<file path="src/rtl/core/bts_pkg.sv">
package bts_pkg;

    localparam int CFG_IDX_W  = 3;
    localparam int CFG_DATA_W = 10;

    typedef enum logic [1:0] {
        OP_TICK    = 2'd0,
        OP_TRIGGER = 2'd1,
        OP_STOP    = 2'd2,
        OP_QUERY   = 2'd3
    } t_op;

    typedef enum logic [1:0] {
        TONE_BEEP     = 2'd0,
        TONE_DOORBELL = 2'd1,
        TONE_ALARM    = 2'd2,
        TONE_UNKNOWN  = 2'd3
    } t_tone;

    typedef enum logic [1:0] {
        REP_NONE = 2'd0,
        REP_ON   = 2'd1,
        REP_OFF  = 2'd2
    } t_report;

    typedef enum logic [CFG_IDX_W-1:0] {
        CFG_DOORBELL_PERIOD = 3'd0,
        CFG_DOORBELL_COUNT  = 3'd1,
        CFG_ALARM_PERIOD    = 3'd2,
        CFG_ALARM_DEFAULT   = 3'd3,
        CFG_MAX_DURATION    = 3'd4
    } t_cfg_idx;

    localparam logic [9:0]  RST_DOORBELL_PERIOD = 10'd200;
    localparam logic [3:0]  RST_DOORBELL_COUNT  = 4'd2;
    localparam logic [9:0]  RST_ALARM_PERIOD    = 10'd250;
    localparam logic [7:0]  RST_ALARM_DEFAULT   = 8'd10;
    localparam logic [7:0]  RST_MAX_DURATION    = 8'd120;
    localparam logic [17:0] MS_PER_S            = 18'd1000;

    typedef struct packed {
        logic    chirp;
        logic    force_quiet;
        t_report report;
        t_tone   report_tone;
        logic    last;
    } t_result;

    // Up to two results come out of one request.
    typedef struct packed {
        logic [1:0] cnt;
        t_result    res0;
        t_result    res1;
    } t_res_pair;

endpackage

</file>
<file path="src/rtl/core/bts_if.sv">
interface bts_req_if import bts_pkg::*; ();
    logic               valid;
    logic               ready;
    t_op                operation;
    t_tone              tone;
    logic signed [15:0] alarm_secs;

    modport source (output valid, output operation, output tone, output alarm_secs,
                    input ready);
    modport sink   (input valid, input operation, input tone, input alarm_secs,
                    output ready);
endinterface

interface bts_res_if import bts_pkg::*; ();
    logic    valid;
    logic    ready;
    logic    chirp;
    logic    force_quiet;
    t_report report;
    t_tone   report_tone;
    logic    last;

    modport source (output valid, output chirp, output force_quiet, output report,
                    output report_tone, output last, input ready);
    modport sink   (input valid, input chirp, input force_quiet, input report,
                    input report_tone, input last, output ready);
endinterface

interface bts_cfg_if import bts_pkg::*; ();
    logic                  valid;
    logic                  ready;
    logic [CFG_IDX_W-1:0]  index;
    logic [CFG_DATA_W-1:0] data;

    modport source (output valid, output index, output data, input ready);
    modport sink   (input valid, input index, input data, output ready);
endinterface

</file>
<file path="src/rtl/core/bts_core.sv">
module bts_core import bts_pkg::*; (
    input  logic                  i_clk,
    input  logic                  i_rst_n,
    input  logic                  i_cfg_we,
    input  logic [CFG_IDX_W-1:0]  i_cfg_index,
    input  logic [CFG_DATA_W-1:0] i_cfg_data,
    input  logic                  i_req_fire,
    input  t_op                   i_operation,
    input  t_tone                 i_tone,
    input  logic signed [15:0]    i_alarm_secs,
    output t_res_pair             o_res
);

    logic [9:0]  r_door_period;
    logic [3:0]  r_door_count;
    logic [9:0]  r_alarm_period;
    logic [7:0]  r_alarm_default;
    logic [7:0]  r_max_duration;

    logic        r_active,    n_active;
    t_tone       r_cur_tone,  n_cur_tone;
    logic [3:0]  r_chirps,    n_chirps;
    logic [9:0]  r_phase,     n_phase;
    logic [17:0] r_elapsed,   n_elapsed;
    logic [17:0] r_limit,     n_limit;

    logic        is_alarm;
    logic [9:0]  period;
    logic [9:0]  phase_inc;
    logic [17:0] elapsed_inc;
    t_tone       tone_eff;
    logic [15:0] req_secs;
    logic [7:0]  secs;
    logic [17:0] limit_calc;

    localparam t_result RES_CHIRP = '{chirp: 1'b1, force_quiet: 1'b0, report: REP_NONE,
                                      report_tone: TONE_BEEP, last: 1'b1};
    localparam t_result RES_FINISH = '{chirp: 1'b0, force_quiet: 1'b1, report: REP_OFF,
                                       report_tone: TONE_BEEP, last: 1'b1};
    localparam t_result RES_OFF = '{chirp: 1'b0, force_quiet: 1'b0, report: REP_OFF,
                                    report_tone: TONE_BEEP, last: 1'b1};

    always_comb begin
        is_alarm    = (r_cur_tone == TONE_ALARM);
        period      = is_alarm ? r_alarm_period : r_door_period;
        phase_inc   = r_phase + 10'd1;
        elapsed_inc = (is_alarm && (r_elapsed < r_limit)) ? r_elapsed + 18'd1 : r_elapsed;
        tone_eff    = (i_tone == TONE_UNKNOWN) ? TONE_BEEP : i_tone;
        // A zero or negative request falls back to the default duration.
        req_secs    = ((i_alarm_secs == 16'sd0) || i_alarm_secs[15]) ?
                      {8'd0, r_alarm_default} : 16'(unsigned'(i_alarm_secs));
        secs        = (req_secs > {8'd0, r_max_duration}) ? r_max_duration : req_secs[7:0];
        limit_calc  = 18'(secs) * MS_PER_S;
    end

    always_comb begin
        n_active   = r_active;
        n_cur_tone = r_cur_tone;
        n_chirps   = r_chirps;
        n_phase    = r_phase;
        n_elapsed  = r_elapsed;
        n_limit    = r_limit;
        o_res.cnt  = 2'd0;
        o_res.res0 = RES_OFF;
        o_res.res1 = RES_OFF;
        if (i_req_fire) begin
            unique case (i_operation)
                OP_TICK: begin
                    if (r_active) begin
                        n_elapsed = elapsed_inc;
                        n_phase   = phase_inc;
                        if (phase_inc >= period) begin
                            n_phase   = 10'd0;
                            o_res.cnt = 2'd1;
                            if (is_alarm ? (elapsed_inc >= r_limit) : (r_chirps == 4'd0)) begin
                                n_active   = 1'b0;
                                o_res.res0 = RES_FINISH;
                            end else begin
                                if (!is_alarm) begin
                                    n_chirps = r_chirps - 4'd1;
                                end
                                o_res.res0 = RES_CHIRP;
                            end
                        end
                    end
                end
                OP_STOP: begin
                    n_active   = 1'b0;
                    o_res.cnt  = 2'd1;
                    o_res.res0 = RES_FINISH;
                end
                OP_QUERY: begin
                    o_res.cnt = 2'd1;
                    if (r_active) begin
                        o_res.res0 = '{chirp: 1'b0, force_quiet: 1'b0, report: REP_ON,
                                       report_tone: r_cur_tone, last: 1'b1};
                    end
                end
                OP_TRIGGER: begin
                    o_res.res0 = '{chirp: 1'b1, force_quiet: 1'b0, report: REP_ON,
                                   report_tone: tone_eff, last: 1'b1};
                    if ((tone_eff == TONE_BEEP) ||
                        ((tone_eff == TONE_DOORBELL) && (r_door_count <= 4'd1))) begin
                        // One-shot tones report on and off in the same request.
                        n_active        = 1'b0;
                        o_res.cnt       = 2'd2;
                        o_res.res0.last = 1'b0;
                    end else begin
                        n_active   = 1'b1;
                        n_cur_tone = tone_eff;
                        n_phase    = 10'd0;
                        o_res.cnt  = 2'd1;
                        if (tone_eff == TONE_ALARM) begin
                            n_limit   = limit_calc;
                            n_elapsed = 18'd0;
                        end else begin
                            n_chirps = r_door_count - 4'd1;
                        end
                    end
                end
                default: begin
                end
            endcase
        end
    end

    always_ff @(posedge i_clk) begin
        if (!i_rst_n) begin
            r_door_period   <= RST_DOORBELL_PERIOD;
            r_door_count    <= RST_DOORBELL_COUNT;
            r_alarm_period  <= RST_ALARM_PERIOD;
            r_alarm_default <= RST_ALARM_DEFAULT;
            r_max_duration  <= RST_MAX_DURATION;
            r_active        <= 1'b0;
            r_cur_tone      <= TONE_BEEP;
            r_chirps        <= 4'd0;
            r_phase         <= 10'd0;
            r_elapsed       <= 18'd0;
            r_limit         <= 18'd0;
        end else begin
            r_active   <= n_active;
            r_cur_tone <= n_cur_tone;
            r_chirps   <= n_chirps;
            r_phase    <= n_phase;
            r_elapsed  <= n_elapsed;
            r_limit    <= n_limit;
            if (i_cfg_we) begin
                unique case (i_cfg_index)
                    CFG_DOORBELL_PERIOD: r_door_period   <= i_cfg_data;
                    CFG_DOORBELL_COUNT:  r_door_count    <= i_cfg_data[3:0];
                    CFG_ALARM_PERIOD:    r_alarm_period  <= i_cfg_data;
                    CFG_ALARM_DEFAULT:   r_alarm_default <= i_cfg_data[7:0];
                    CFG_MAX_DURATION:    r_max_duration  <= i_cfg_data[7:0];
                    default: begin
                    end
                endcase
            end
        end
    end

endmodule

</file>
<file path="src/rtl/core/bts_res_fifo.sv">
module bts_res_fifo import bts_pkg::*; #(
    parameter int DEPTH = 4
) (
    input  logic      i_clk,
    input  logic      i_rst_n,
    input  t_res_pair i_push,
    input  logic      i_pop,
    output t_result   o_head,
    output logic      o_valid,
    output logic      o_room
);

    localparam int PTR_W = (DEPTH > 1) ? $clog2(DEPTH) : 1;
    localparam int CNT_W = $clog2(DEPTH + 1);
    localparam logic [PTR_W-1:0] LAST_PTR = PTR_W'(DEPTH - 1);
    localparam logic [CNT_W-1:0] ROOM_MAX = CNT_W'(DEPTH - 2);

    t_result          r_mem [DEPTH];
    logic [PTR_W-1:0] r_wp, n_wp;
    logic [PTR_W-1:0] r_rp, n_rp;
    logic [CNT_W-1:0] r_cnt, n_cnt;
    logic [PTR_W-1:0] wp1;
    logic             pop_ok;

    always_comb begin
        pop_ok = i_pop && (r_cnt != '0);
        wp1    = (r_wp == LAST_PTR) ? '0 : r_wp + PTR_W'(1);
        n_rp   = r_rp;
        if (pop_ok) begin
            n_rp = (r_rp == LAST_PTR) ? '0 : r_rp + PTR_W'(1);
        end
        unique case (i_push.cnt)
            2'd1:    n_wp = wp1;
            2'd2:    n_wp = (wp1 == LAST_PTR) ? '0 : wp1 + PTR_W'(1);
            default: n_wp = r_wp;
        endcase
        n_cnt = r_cnt + CNT_W'(i_push.cnt) - CNT_W'(pop_ok);
    end

    always_ff @(posedge i_clk) begin
        if (!i_rst_n) begin
            r_wp  <= '0;
            r_rp  <= '0;
            r_cnt <= '0;
        end else begin
            r_wp  <= n_wp;
            r_rp  <= n_rp;
            r_cnt <= n_cnt;
        end
    end

    always_ff @(posedge i_clk) begin
        if (i_push.cnt != 2'd0) begin
            r_mem[r_wp] <= i_push.res0;
        end
        if (i_push.cnt == 2'd2) begin
            r_mem[wp1] <= i_push.res1;
        end
    end

    assign o_head  = r_mem[r_rp];
    assign o_valid = (r_cnt != '0);
    // A new request is taken only while two free slots remain.
    assign o_room  = (r_cnt <= ROOM_MAX);

endmodule

</file>
<file path="src/rtl/core/buzzer_tone_sequencer.sv">
// Buzzer tone sequencer. Each request is a 1 ms tick, a trigger, a stop or a
// status query, and is worked out combinationally: the tone counters and
// their compares sit between the state registers and a small result queue of
// RES_DEPTH entries (at least 2). A one-shot trigger yields two results and
// every other request at most one, and the queue drains one result per cycle
// while results are taken. With three or more queue entries the request side
// sustains one request per cycle while each request yields at most one result
// and results are taken at once; a run of one-shot triggers is held back.
// Ready drops while fewer than two queue slots are free. Configuration writes
// are always ready and take effect on the next cycle.
module buzzer_tone_sequencer import bts_pkg::*; #(
    parameter int RES_DEPTH = 4
) (
    input  logic   i_clk,
    input  logic   i_rst_n,
    bts_req_if.sink   i_req,
    bts_cfg_if.sink   i_cfg,
    bts_res_if.source o_res
);

    t_res_pair core_res;
    t_result   head;
    logic      room;
    logic      head_valid;
    logic      req_fire;

    assign req_fire    = i_req.valid && room;
    assign i_req.ready = room;
    assign i_cfg.ready = 1'b1;

    bts_core u_core (
        .i_clk        (i_clk),
        .i_rst_n      (i_rst_n),
        .i_cfg_we     (i_cfg.valid),
        .i_cfg_index  (i_cfg.index),
        .i_cfg_data   (i_cfg.data),
        .i_req_fire   (req_fire),
        .i_operation  (i_req.operation),
        .i_tone       (i_req.tone),
        .i_alarm_secs (i_req.alarm_secs),
        .o_res        (core_res)
    );

    bts_res_fifo #(
        .DEPTH (RES_DEPTH)
    ) u_fifo (
        .i_clk   (i_clk),
        .i_rst_n (i_rst_n),
        .i_push  (core_res),
        .i_pop   (o_res.ready),
        .o_head  (head),
        .o_valid (head_valid),
        .o_room  (room)
    );

    assign o_res.valid       = head_valid;
    assign o_res.chirp       = head.chirp;
    assign o_res.force_quiet = head.force_quiet;
    assign o_res.report      = head.report;
    assign o_res.report_tone = head.report_tone;
    assign o_res.last        = head.last;

endmodule

</file>
<file path="src/flat_wrapper.sv">
// flat-port wrapper written by rule: the top's interface ports become plain ports
module buzzer_tone_sequencer_flat import bts_pkg::*;
#(
    parameter int RES_DEPTH = 4
)
  (i_clk, i_rst_n, i_req_valid, i_req_operation, i_req_tone, i_req_alarm_secs, i_req_ready, i_cfg_valid, i_cfg_index, i_cfg_data, i_cfg_ready, o_res_valid, o_res_chirp, o_res_force_quiet, o_res_report, o_res_report_tone, o_res_last, o_res_ready);
  bts_req_if i_req_i ();
  bts_cfg_if i_cfg_i ();
  bts_res_if o_res_i ();
  input  logic i_clk;
  input  logic i_rst_n;
  input wire logic [$bits(i_req_i.valid)-1:0] i_req_valid;
  input wire logic [$bits(i_req_i.operation)-1:0] i_req_operation;
  input wire logic [$bits(i_req_i.tone)-1:0] i_req_tone;
  input wire logic [$bits(i_req_i.alarm_secs)-1:0] i_req_alarm_secs;
  output wire logic [$bits(i_req_i.ready)-1:0] i_req_ready;
  input wire logic [$bits(i_cfg_i.valid)-1:0] i_cfg_valid;
  input wire logic [$bits(i_cfg_i.index)-1:0] i_cfg_index;
  input wire logic [$bits(i_cfg_i.data)-1:0] i_cfg_data;
  output wire logic [$bits(i_cfg_i.ready)-1:0] i_cfg_ready;
  output wire logic [$bits(o_res_i.valid)-1:0] o_res_valid;
  output wire logic [$bits(o_res_i.chirp)-1:0] o_res_chirp;
  output wire logic [$bits(o_res_i.force_quiet)-1:0] o_res_force_quiet;
  output wire logic [$bits(o_res_i.report)-1:0] o_res_report;
  output wire logic [$bits(o_res_i.report_tone)-1:0] o_res_report_tone;
  output wire logic [$bits(o_res_i.last)-1:0] o_res_last;
  input wire logic [$bits(o_res_i.ready)-1:0] o_res_ready;
  assign i_req_i.valid = i_req_valid;
  assign i_req_i.operation = i_req_operation;
  assign i_req_i.tone = i_req_tone;
  assign i_req_i.alarm_secs = i_req_alarm_secs;
  assign i_req_ready = i_req_i.ready;
  assign i_cfg_i.valid = i_cfg_valid;
  assign i_cfg_i.index = i_cfg_index;
  assign i_cfg_i.data = i_cfg_data;
  assign i_cfg_ready = i_cfg_i.ready;
  assign o_res_valid = o_res_i.valid;
  assign o_res_chirp = o_res_i.chirp;
  assign o_res_force_quiet = o_res_i.force_quiet;
  assign o_res_report = o_res_i.report;
  assign o_res_report_tone = o_res_i.report_tone;
  assign o_res_last = o_res_i.last;
  assign o_res_i.ready = o_res_ready;
  buzzer_tone_sequencer #(.RES_DEPTH(RES_DEPTH)) u_core (.i_clk(i_clk), .i_rst_n(i_rst_n), .i_req(i_req_i), .i_cfg(i_cfg_i), .o_res(o_res_i));
endmodule
</file>
<file path="config.mk">
export PLATFORM = sky130hd
export DESIGN_NAME = buzzer_tone_sequencer_flat
export DESIGN_NICKNAME = d
export VERILOG_FILES = /design/src/rtl/core/bts_pkg.sv /design/src/rtl/core/bts_if.sv /design/src/rtl/core/bts_core.sv /design/src/rtl/core/bts_res_fifo.sv /design/src/rtl/core/buzzer_tone_sequencer.sv /design/src/flat_wrapper.sv
export SDC_FILE = /design/constraint.sdc
export NUM_CORES = 1
export LEC_CHECK = 0
export BUFFER_PORTS_ARGS = -buffer_cell sky130_fd_sc_hd__buf_2
export CAP_MARGIN = 20
export CORE_MARGIN = 5
export CORE_UTILIZATION = 50
export CTS_BUF_LIST = sky130_fd_sc_hd__clkbuf_4
export CTS_CLUSTER_SIZE = 14
export DETAILED_ROUTE_END_ITERATION = 12
export PLACE_DENSITY = 0.67
export RECOVER_POWER = 25
export SLEW_MARGIN = 20
export SYNTH_ARGS = -nofsm -noshare
export SYNTH_HDL_FRONTEND = slang
export SYNTH_HIERARCHICAL = 1
export SYNTH_SLANG_ARGS = --single-unit
</file>
<file path="constraint.sdc">
create_clock -name i_clk -period 18.25 [get_ports i_clk]
set_input_delay 0 -clock i_clk [delete_from_list [all_inputs] [get_ports i_clk]]
set_output_delay 0 -clock i_clk [all_outputs]
set_load 0.01 [all_outputs]
</file>
==> impl_metrics.py, run 1 <==
metrics = {
    "run_status": {
        "status": "complete, but fails checks",
        "violations": "max-capacitance violations, max-slew violations",
    },
    "placed_design": {
        "dpl.cell_count": 1273,
        "post-dp-hpwl_um": 15400,
        "gp_congestion": 0.884,
        "io_buffers": 46,
    },
    "timing": {
        "period_minus_slack_ps": 7240,
        "finalClockSkew_ps": 22.4,
        "worst_pin_slew_ps": 2120,
        "slew_headroom_pct": -41.4,
        "fin_crit_sh_pct": 39.7,
        "hold_violations": 0,
        "setup_tns_ps": 0,
        "rsz0062_at_grt": "false",
        "drv_slew": 93,
        "setup_viol": 0,
        "fmax_mhz": 138,
    },
    "routing": {
        "vias": 7421,
        "drtIter0Drc": 417,
        "drtAntennaViolNets": 0,
        "drc": 0,
        "viasPerCell": 5.58,
        "avgRoutedWirePerCell_um": 15.5,
        "firstDrtPassIters": 6,
        "wl_um": 20600,
    },
    "power_and_ir_drop": {
        "total_leakage_power_nw": 4.31,
        "p_per_area_nw_per_um2": 84.3,
        "ir_drop_mv": 0.0576,
        "power_uw": 852,
    },
    "final_layout": {
        "layout_commonest_cell": "nand2_1",
        "layout_common_cells": "121 x nand2_1, 111 x ha_1, 100 x inv_1",
        "regArea_um2": 2820,
        "multi_input_area_um2": 5870,
        "syn_to_final_growth_pct": 9.03,
        "drive_gt1_share_pct": 13.1,
        "fill_cells": 1607,
        "final_nets": 1257,
        "utilization_pct": 55.9,
        "instances_no_fill": 1329,
    },
    "global_routing": {
        "grt_usage_pct": 19.6,
        "grt.overflow.total": 0,
        "grt_use_met1_pct": 26.5,
        "grt_pass1_wl_um": 35200,
        "grt_pass1_vias": 7222,
        "grt.busiest_layer": "met2",
        "met2_usage_pct": 33.2,
        "antenna_found_initial": 1,
        "grt_max_degree": 48,
        "gr-usage-met3_pct": 3.10,
    },
    "worst_setup_path": {
        "end_kind": "flop",
        "critPathKind": "in2reg",
        "path_max_fanout": 14,
        "crit_required_ps": 18670,
        "cp-start-kind": "primary input",
        "cp.arrival_ps": 7660,
    },
    "synth": {
        "synthesis.area_um2": 9270,
        "ys_seq_elements": 127,
        "ys_seq_area_share_pct": 30.5,
        "synth-main-ff-cell": "dfxtp_1",
        "ys_warn_count": 6,
        "ys_types": 75,
        "async_flop_share_pct": 0,
        "syn_inst": 1028,
        "syn_avg_cell_area_um2": 9.02,
        "synth_edf_count": 28,
    },
    "die": {
        "die_area_um2": 21400,
        "die_y_um": 146,
        "ios": 48,
        "placementRows": 49,
        "core_area_um2": 18100,
        "dieWidth_um": 146,
        "start_util_pct": 51.2,
    },
    "cts": {
        "post-cts-setup-buffers": 0,
        "cts-root-buf": "clkbuf_4",
        "cts_max_level": 4,
        "clk_latency_ps": 540,
        "cts_sinks": 127,
        "cts_buffers": 17,
        "cts_buffer_depth": 2,
        "cts_tree": "built",
        "clkTransAtPathRegs_ps": 110,
    },
    "hold_path": {
        "min_path_type": "in2reg",
    },
    "job": {
        "maxCapViolCount": 2,
    },
}
worst paths after layout:
| kind | endpoint | slack, ps | cells past startpoint | from |
|---|---|---|---|---|
| setup reg to reg | u_core/u_core/r_limit[14] | 11480 | 22 | u_core/u_core/r_alarm_default[1] |
| setup / recovery | u_core/u_core/r_limit[14] | 11010 | 26 | i_req_alarm_secs[1] |
| hold reg to reg | u_core/u_core/r_limit[11] | 460 | 2 | u_core/u_core/r_limit[11] |
| hold / removal | u_core/u_core/r_limit[3] | 70 | 4 | i_req_alarm_secs[15] |
through the flow:
step                setup WS [ps]  instance area, um2  hold slack (ps)
floorplan                   11420                9290              124
global placement            10700                9640              258
detailed placement          10610                9640              261
CTS                         11060               10100             39.9
global route                10430               10100             71.1
finish                      11010               10100             70.1
per-layer routing:
layer | share of wire [%] | vias up
met5 | 0 | -
met4 | 1.2 | 0
met2 | 48 | 166
li1 | - | 3761
met3 | 3.6 | 23
met1 | 47 | 3471
cell usage after synthesis, types with 14 or more instances:
library cell / number / area share, %
nand2_1: 121 / 4.9
ha_1: 111 / 15
inv_1: 100 / 4.0
dfxtp_1: 99 / 21
a21oi_1: 60 / 3.2
nand3_1: 52 / 2.8
nor2_1: 52 / 2.1
mux2_2: 37 / 4.5
o21ai_0: 35 / 1.9
edfxtp_1: 28 / 9.1
xnor2_1: 23 / 2.2
fa_1: 22 / 4.8
clkbuf_1: 21 / 0.85
mux2i_1: 21 / 2.3
nand4_1: 16 / 1.1
o211ai_1: 15 / 1.2
a31oi_1: 14 / 0.94
xor2_1: 14 / 1.3
power breakdown:
group | switching [mW] | internal, mW | leakage [nW]
Clock | 0.112 | 0.0682 | 0.126
Sequential | 0.0131 | 0.302 | 1.05
Combinational | 0.202 | 0.156 | 3.13
cells by family (layout without fill, tap and decap cells):
group / Yosys count / after routing / synth area share [%]
adders and majority gates: 133 / 133 / 19.7
xor gates and xnor gates: 37 / 37 / 3.50
AOI/OAI and AO/OA: 208 / 208 / 15.3
DFF: 127 / 127 / 30.5
other: 3 / 9 / 0.121
and+or+nand+nor: 314 / 314 / 16.2
buffers and inverters: 141 / 207 / 6.32
muxes: 65 / 65 / 8.46
area by class of cell:
type                            count  area share (%)
Clock inverter                     14            1.19
Clock buffer                       18            1.34
Inverter                          101            3.75
Sequential cell                   127            27.9
Timing Repair Buffer               74            4.80
Antenna cell                        1          0.0248
Multi-Input combinational cell    765            58.1
Tap cell                          229            2.84
repair_timing:
action                    4_1_cts  5_1_grt
hold endpoints to repair       48        0
resized for setup               0        0
hold buffers                   23        0
worst max-delay path: stages:
cell and delay (ps):
dlygate4sd3_1 540, buf_2 140, nor4_1 300, a31oi_2 270
mux2_2 370, ha_1 290, nor2b_1 130, o21a_1 160
o21ai_0 170, a211oi_1 140, a2111oi_4 910, mux2i_1 500
inv_1 200, fa_1 530, fa_1 510, inv_1 50
fa_1 470, fa_1 510, inv_1 40, ha_1 270
inv_1 70, o21a_1 210, o21ai_0 240, a21oi_1 120
or4_1 390, o311ai_0 100
registers in the layout, summed over array words and instances (netlist names), named ones only:
register                       cells
u_core/u_core/r_max_duration       8
u_core/u_core/r_phase             10
u_core/u_fifo/r_cnt                3
u_core/u_fifo/r_rp                 2
u_core/u_core/r_cur_tone           2
u_core/u_core/r_chirps             4
u_core/u_core/r_limit             15
u_core/u_core/r_door_count         4
u_core/u_fifo/r_wp                 2
u_core/u_core/r_door_period       10
u_core/u_core/r_elapsed           18
u_core/u_core/r_alarm_period      10
u_core/u_fifo/r_mem               28
u_core/u_core/r_alarm_default      8
u_core/u_core/r_active             1
(Power assumes the default switching activity.)
==> run 2: changes to the inputs <==
PLACE_DENSITY = 0.7   (was 0.67)
clock period = 5.9 ns   (was 18.25 ns; I/O delays follow)
==> impl_metrics.py, run 2 (same netlist as run 1, synthesis figures left out) <==
metrics = {
    "routing": {
        "drc": 0,
        "dr_wl_met3_um": 666,
        "viasPerCell": 5.48,
        "wl_met1_um": 10200,
        "wl_um": 21800,
        "drtAntennaViolNets": 0,
        "firstDrtPassIters": 5,
        "drtIter0Drc": 365,
        "top_layer_used": "met4",
        "dr_wl_met2_um": 10600,
        "vias": 7673,
        "avgRoutedWirePerCell_um": 15.6,
    },
    "worst_setup_path": {
        "cp-start-kind": "primary input",
        "worstReg2RegStart": "u_core/u_core/r_alarm_default[4]",
        "startpoint": "i_req_alarm_secs[13]",
        "path_max_fanout": 8,
        "crit_required_ps": 6330,
        "end_kind": "flop",
        "critPathKind": "in2reg",
        "cp.arrival_ps": 6450,
    },
    "timing": {
        "period_minus_slack_ps": 6020,
        "fin_crit_sh_pct": 102,
        "drv_slew": 47,
        "fin_ws_ps": -119,
        "setup_viol": 4,
        "slew_headroom_pct": -48.5,
        "worst_hold_slack_ps": 80.9,
        "hold_violations": 0,
        "rsz0062_at_grt": "true",
        "setup_tns_ps": -182,
        "fmax_mhz": 166,
        "finalClockSkew_ps": 23.5,
        "worst_pin_slew_ps": 2230,
    },
    "final_layout": {
        "drive_gt1_share_pct": 22.9,
        "final_nets": 1329,
        "regMostFlops": "u_core/u_fifo/r_mem",
        "reg.largest.list": "u_core/u_fifo/r_mem: 28 flops, u_core/u_core/r_elapsed: 18 flops, u_core/u_core/r_limit: 15 flops",
        "layout_common_cells": "121 x nand2_1, 99 x dfxtp_1, 95 x ha_1",
        "syn_to_final_growth_pct": 19.7,
        "fill_cells": 1463,
        "layout_commonest_cell": "nand2_1",
        "largest_reg_flops": 28,
    },
    "global_routing": {
        "antenna_found_initial": 1,
        "grt_usage_pct": 20.3,
        "grt_pass1_wl_um": 36400,
        "grt_max_degree": 48,
        "grt.overflow.total": 0,
        "grt_pass1_vias": 7494,
    },
    "placed_design": {
        "io_buffers": 46,
        "gp_congestion": 0.900,
        "post-dp-hpwl_um": 16100,
    },
    "run_status": {
        "status": "complete, but fails checks",
        "violations": "max-capacitance violations, max-slew violations, negative setup slack",
    },
    "die": {
        "ios": 48,
        "dieWidth_um": 146,
        "die_area_um2": 21400,
        "die_y_um": 146,
        "core_area_um2": 18100,
        "start_util_pct": 51.2,
        "placementRows": 49,
    },
    "job": {
        "maxCapViolCount": 1,
    },
    "power_and_ir_drop": {
        "total_leakage_power_nw": 4.72,
        "ir_drop_mv": 0.224,
        "p_per_area_nw_per_um2": 284,
    },
    "hold_path": {
        "hp-start": "i_req_valid",
        "min_path_type": "in2reg",
    },
    "cts": {
        "clk_latency_ps": 540,
        "cts-root-buf": "clkbuf_4",
        "clkTransAtPathRegs_ps": 120,
        "cts_buffers": 17,
        "cts_max_level": 4,
        "cts_tree": "built",
        "cts_sinks": 127,
        "cts_buffer_depth": 2,
    },
}
## run 2: power by group
part,switching (mW),internal (mW),total (mW),leakage [nW]
Clock,0.362,0.262,0.625,0.142
Sequential,0.0399,0.933,0.973,1.05
Combinational,0.783,0.771,1.55,3.52
Total,1.18,1.97,3.15,4.72
## run 2: layer usage
| layer | track usage [%] | vias up |
|---|---|---|
| met1 | 27.3 | 3588 |
| met3 | 2.97 | 19 |
| met4 | 4.99 | 0 |
| li1 | - | 3912 |
| met5 | 0 | - |
| met2 | 34.4 | 154 |
## run 2: worst max-delay path, stage by stage
cell,delay [ps]
buf_6,90
or4_4,530
nor4_4,210
a31oi_4,240
mux2_4,380
ha_4,270
nand4_1,90
or2_4,270
buf_4,140
a2111oi_4,360
buf_6,210
mux2i_4,260
inv_2,90
fa_1,500
fa_1,510
inv_2,40
fa_1,470
fa_1,500
inv_2,50
ha_4,250
inv_2,50
o21a_1,200
o21ai_2,170
a21oi_2,80
or4_1,400
o311ai_1,80
## run 2: area by class of cell
class	instances	area, um2	share of cell area [%]
Timing Repair Buffer	146	1050	9.48
Multi-Input combinational cell	765	6260	56.4
Inverter	101	379	3.42
Tap cell	229	287	2.58
Sequential cell	127	2820	25.4
Clock buffer	18	135	1.22
Antenna cell	1	2.50	0.0226
Clock inverter	14	156	1.41
## run 2: worst paths after layout
| kind | endpoint | slack [ps] | cells past startpoint |
|---|---|---|---|
| worst max-delay path | u_core/u_core/r_limit[14] | -120 | 26 |
| worst min-delay path | u_core/u_core/r_cur_tone[0] | 80 | 4 |
| worst max register to register | u_core/u_core/r_limit[14] | 180 | 22 |
| worst min register to register | u_core/u_core/r_limit[11] | 460 | 2 |
## run 2: stage by stage
stage | setup slack [ps] | area [um2] | cells | total power, mW | util [%]
floorplan | -658 | 9410 | 1033 | 1.88 | -
global placement | -697 | 10300 | 1340 | 2.31 | 56.7
detailed placement | -848 | 10300 | 1340 | 2.33 | 56.7
CTS | -31.5 | 10900 | 1400 | 3.05 | 60.4
global route | -312 | 11100 | 1401 | 3.40 | 61.3
finish | -119 | 11100 | 1401 | 3.15 | 61.3
## run 2: timing repair
item / 4_1_cts / 5_1_grt
gates resized for setup: 19 / 29
hold buffers: 22 / 0
setup buffers: 6 / 1
setup endpoints to repair: 7 / 8
endpoints found under the hold margin: 46 / 0
pin swaps: 17 / 11
==> run 3: changes to the inputs <==
BUFFER_PORTS_ARGS = not set   (was -buffer_cell sky130_fd_sc_hd__buf_2)
DONT_BUFFER_PORTS = 1   (was not set)
PLACE_DENSITY = 0.66   (was 0.7)
==> impl_metrics.py, run 3 (same netlist as run 1, synthesis figures left out) <==
metrics = {
    "placed_design": {
        "io_buffers": 0,
        "dpl.cell_count": 1280,
        "dp_slack_ps": -769,
        "post-dp-hpwl_um": 16000,
        "gp_congestion": 0.864,
    },
    "final_layout": {
        "layout_commonest_cell": "nand2_1",
        "fill_cells": 1520,
        "drive_gt1_share_pct": 17.9,
        "reg.largest.list": "u_core/u_fifo/r_mem: 28 flops, u_core/u_core/r_elapsed: 18 flops, u_core/u_core/r_limit: 15 flops",
        "regArea_um2": 2820,
        "utilization_pct": 60.5,
        "final_nets": 1292,
        "layout_common_cells": "120 x nand2_1, 99 x ha_1, 99 x dfxtp_1",
        "largest_reg_flops": 28,
        "regMostFlops": "u_core/u_fifo/r_mem",
        "instances_no_fill": 1365,
        "syn_to_final_growth_pct": 18.0,
        "multi_input_area_um2": 6160,
    },
    "power_and_ir_drop": {
        "p_clk_share_pct": 22.8,
        "p_sw_mw": 1.14,
        "total_leakage_power_nw": 4.58,
        "p_int_mw": 1.99,
        "p_per_area_nw_per_um2": 286,
        "ir_drop_mv": 0.219,
        "switching_share_pct": 36.3,
        "combPwrFrac_pct": 46.1,
        "power_frac_seq_pct": 31.1,
    },
    "routing": {
        "avgRoutedWirePerCell_um": 16.2,
        "drtIter0Drc": 284,
        "drtAntennaViolNets": 0,
        "drc": 0,
        "vias": 7605,
        "firstDrtPassIters": 5,
        "viasPerCell": 5.57,
        "wl_um": 22100,
    },
    "die": {
        "die_y_um": 146,
        "placementRows": 49,
        "ios": 48,
        "start_util_pct": 51.2,
        "dieWidth_um": 146,
        "die_area_um2": 21400,
        "core_area_um2": 18100,
    },
    "timing": {
        "fmax_mhz": 167,
        "fin_crit_sh_pct": 101,
        "period_minus_slack_ps": 5980,
        "worst_pin_slew_ps": 1030,
        "drv_slew": 0,
        "finalClockSkew_ps": 30.0,
        "fin_ws_ps": -77.8,
        "setup_viol": 3,
        "slew_headroom_pct": 30.6,
        "worst_hold_slack_ps": 69.4,
        "rsz0062_at_grt": "true",
        "hold_violations": 0,
    },
    "cts": {
        "cts_max_level": 4,
        "cts-root-buf": "clkbuf_4",
        "cts_buffers": 17,
        "cts_tree": "built",
        "clk_latency_ps": 570,
        "cts_buffer_depth": 2,
        "cts_sinks": 127,
        "clkTransAtPathRegs_ps": 120,
    },
    "global_routing": {
        "antenna_found_initial": 1,
        "grt_usage_pct": 20.5,
        "grt.overflow.total": 0,
        "gr-usage-met3_pct": 3.75,
        "met2_usage_pct": 35.6,
        "grt_use_met1_pct": 25.2,
        "grt_max_degree": 47,
        "grt_pass1_wl_um": 36000,
        "grt_pass1_vias": 7486,
        "grt.busiest_layer": "met2",
    },
    "worst_setup_path": {
        "end_kind": "flop",
        "path_max_fanout": 8,
        "slowest_stage": "or4_4",
        "cpMostUsedCell": "buf_4",
        "max_stage_delay_ps": 530,
        "cp-start-kind": "primary input",
        "cp.arrival_ps": 6430,
        "critPathKind": "in2reg",
        "crit_required_ps": 6350,
    },
    "run_status": {
        "violations": "negative setup slack",
        "status": "complete, but fails checks",
    },
    "job": {
        "maxCapViolCount": 0,
    },
    "hold_path": {
        "min_path_type": "in2reg",
    },
}
-- run 3: changes by cell type in the layout (fill, tap and decap cells not counted), sizes merged, moves of 2 or more --
cell         delta
buf            -51
bufinv          +2
clkbuf          -5
clkinvlp        -2
dlygate4sd3    +19
-- run 3: stage by stage --
step | power, mW | area (um2) | setup TNS (ps)
floorplan | 1.88 | 9410 | -3800
global placement | 2.24 | 9930 | -4310
detailed placement | 2.25 | 9930 | -5500
CTS | 3.00 | 10700 | 0
global route | 3.37 | 10900 | -1030
finish | 3.13 | 10900 | -146
-- run 3: worst paths after layout --
| check | startpoint | endpoint | slack [ps] | cells after the start |
|---|---|---|---|---|
| setup / recovery | i_req_alarm_secs[13] | u_core/u_core/r_limit[15] | -80 | 31 |
| hold / removal | i_req_operation[0] | u_core/u_core/r_active | 70 | 4 |
| setup reg to reg | u_core/u_core/r_alarm_default[3] | u_core/u_core/r_limit[15] | 90 | 28 |
| hold reg to reg | u_core/u_core/r_limit[13] | u_core/u_core/r_limit[13] | 460 | 2 |
-- run 3: power groups by stage --
| stage | Clock [mW] | Sequential [mW] | Combinational [mW] |
|---|---|---|---|
| 3_3_place_gp | 0 | 0.993 | 1.25 |
| 3_5_place_dp | 0 | 0.995 | 1.26 |
| 5_1_grt | 0.772 | 0.981 | 1.62 |
| 2_1_floorplan | 0 | 0.974 | 0.902 |
| 6_report | 0.714 | 0.974 | 1.44 |
| 4_1_cts | 0.731 | 0.975 | 1.30 |
-- run 3: worst max-delay path: cells and delay by family --
family,cells,cell delay [ps]
compound gates,9,1400
xor+xnor,2,280
fa+ha+maj,6,2300
buf+inv,7,830
mux,1,380
simple gates,6,1230
-- run 3: timing repair --
| action | in CTS | in global routing |
|---|---|---|
| hold buffers | 42 | 0 |
| endpoints found under the hold margin | 69 | 0 |
| endpoints found under the setup margin | 5 | 8 |
| resized for setup | 2 | 28 |
| pin swaps | 2 | 15 |
| buffers inserted | 1 | 8 |
-- run 3: per-layer routing --
| metal | part of all wire [%] | routed length [um] |
|---|---|---|
| met3 | 3.5 | 778 |
| met2 | 49 | 10900 |
| met1 | 45 | 9850 |
| met5 | 0 | 0 |
| met4 | 2.8 | 629 |
-- run 3: layout make-up --
cell class | instances | share of cell area (%)
Multi-Input combinational cell | 765 | 56.4
Sequential cell | 127 | 25.8
Timing Repair Buffer | 109 | 8.60
Inverter | 101 | 3.47
Tap cell | 229 | 2.62
Clock inverter | 14 | 1.86
Clock buffer | 18 | 1.24
Antenna cell | 2 | 0.0458
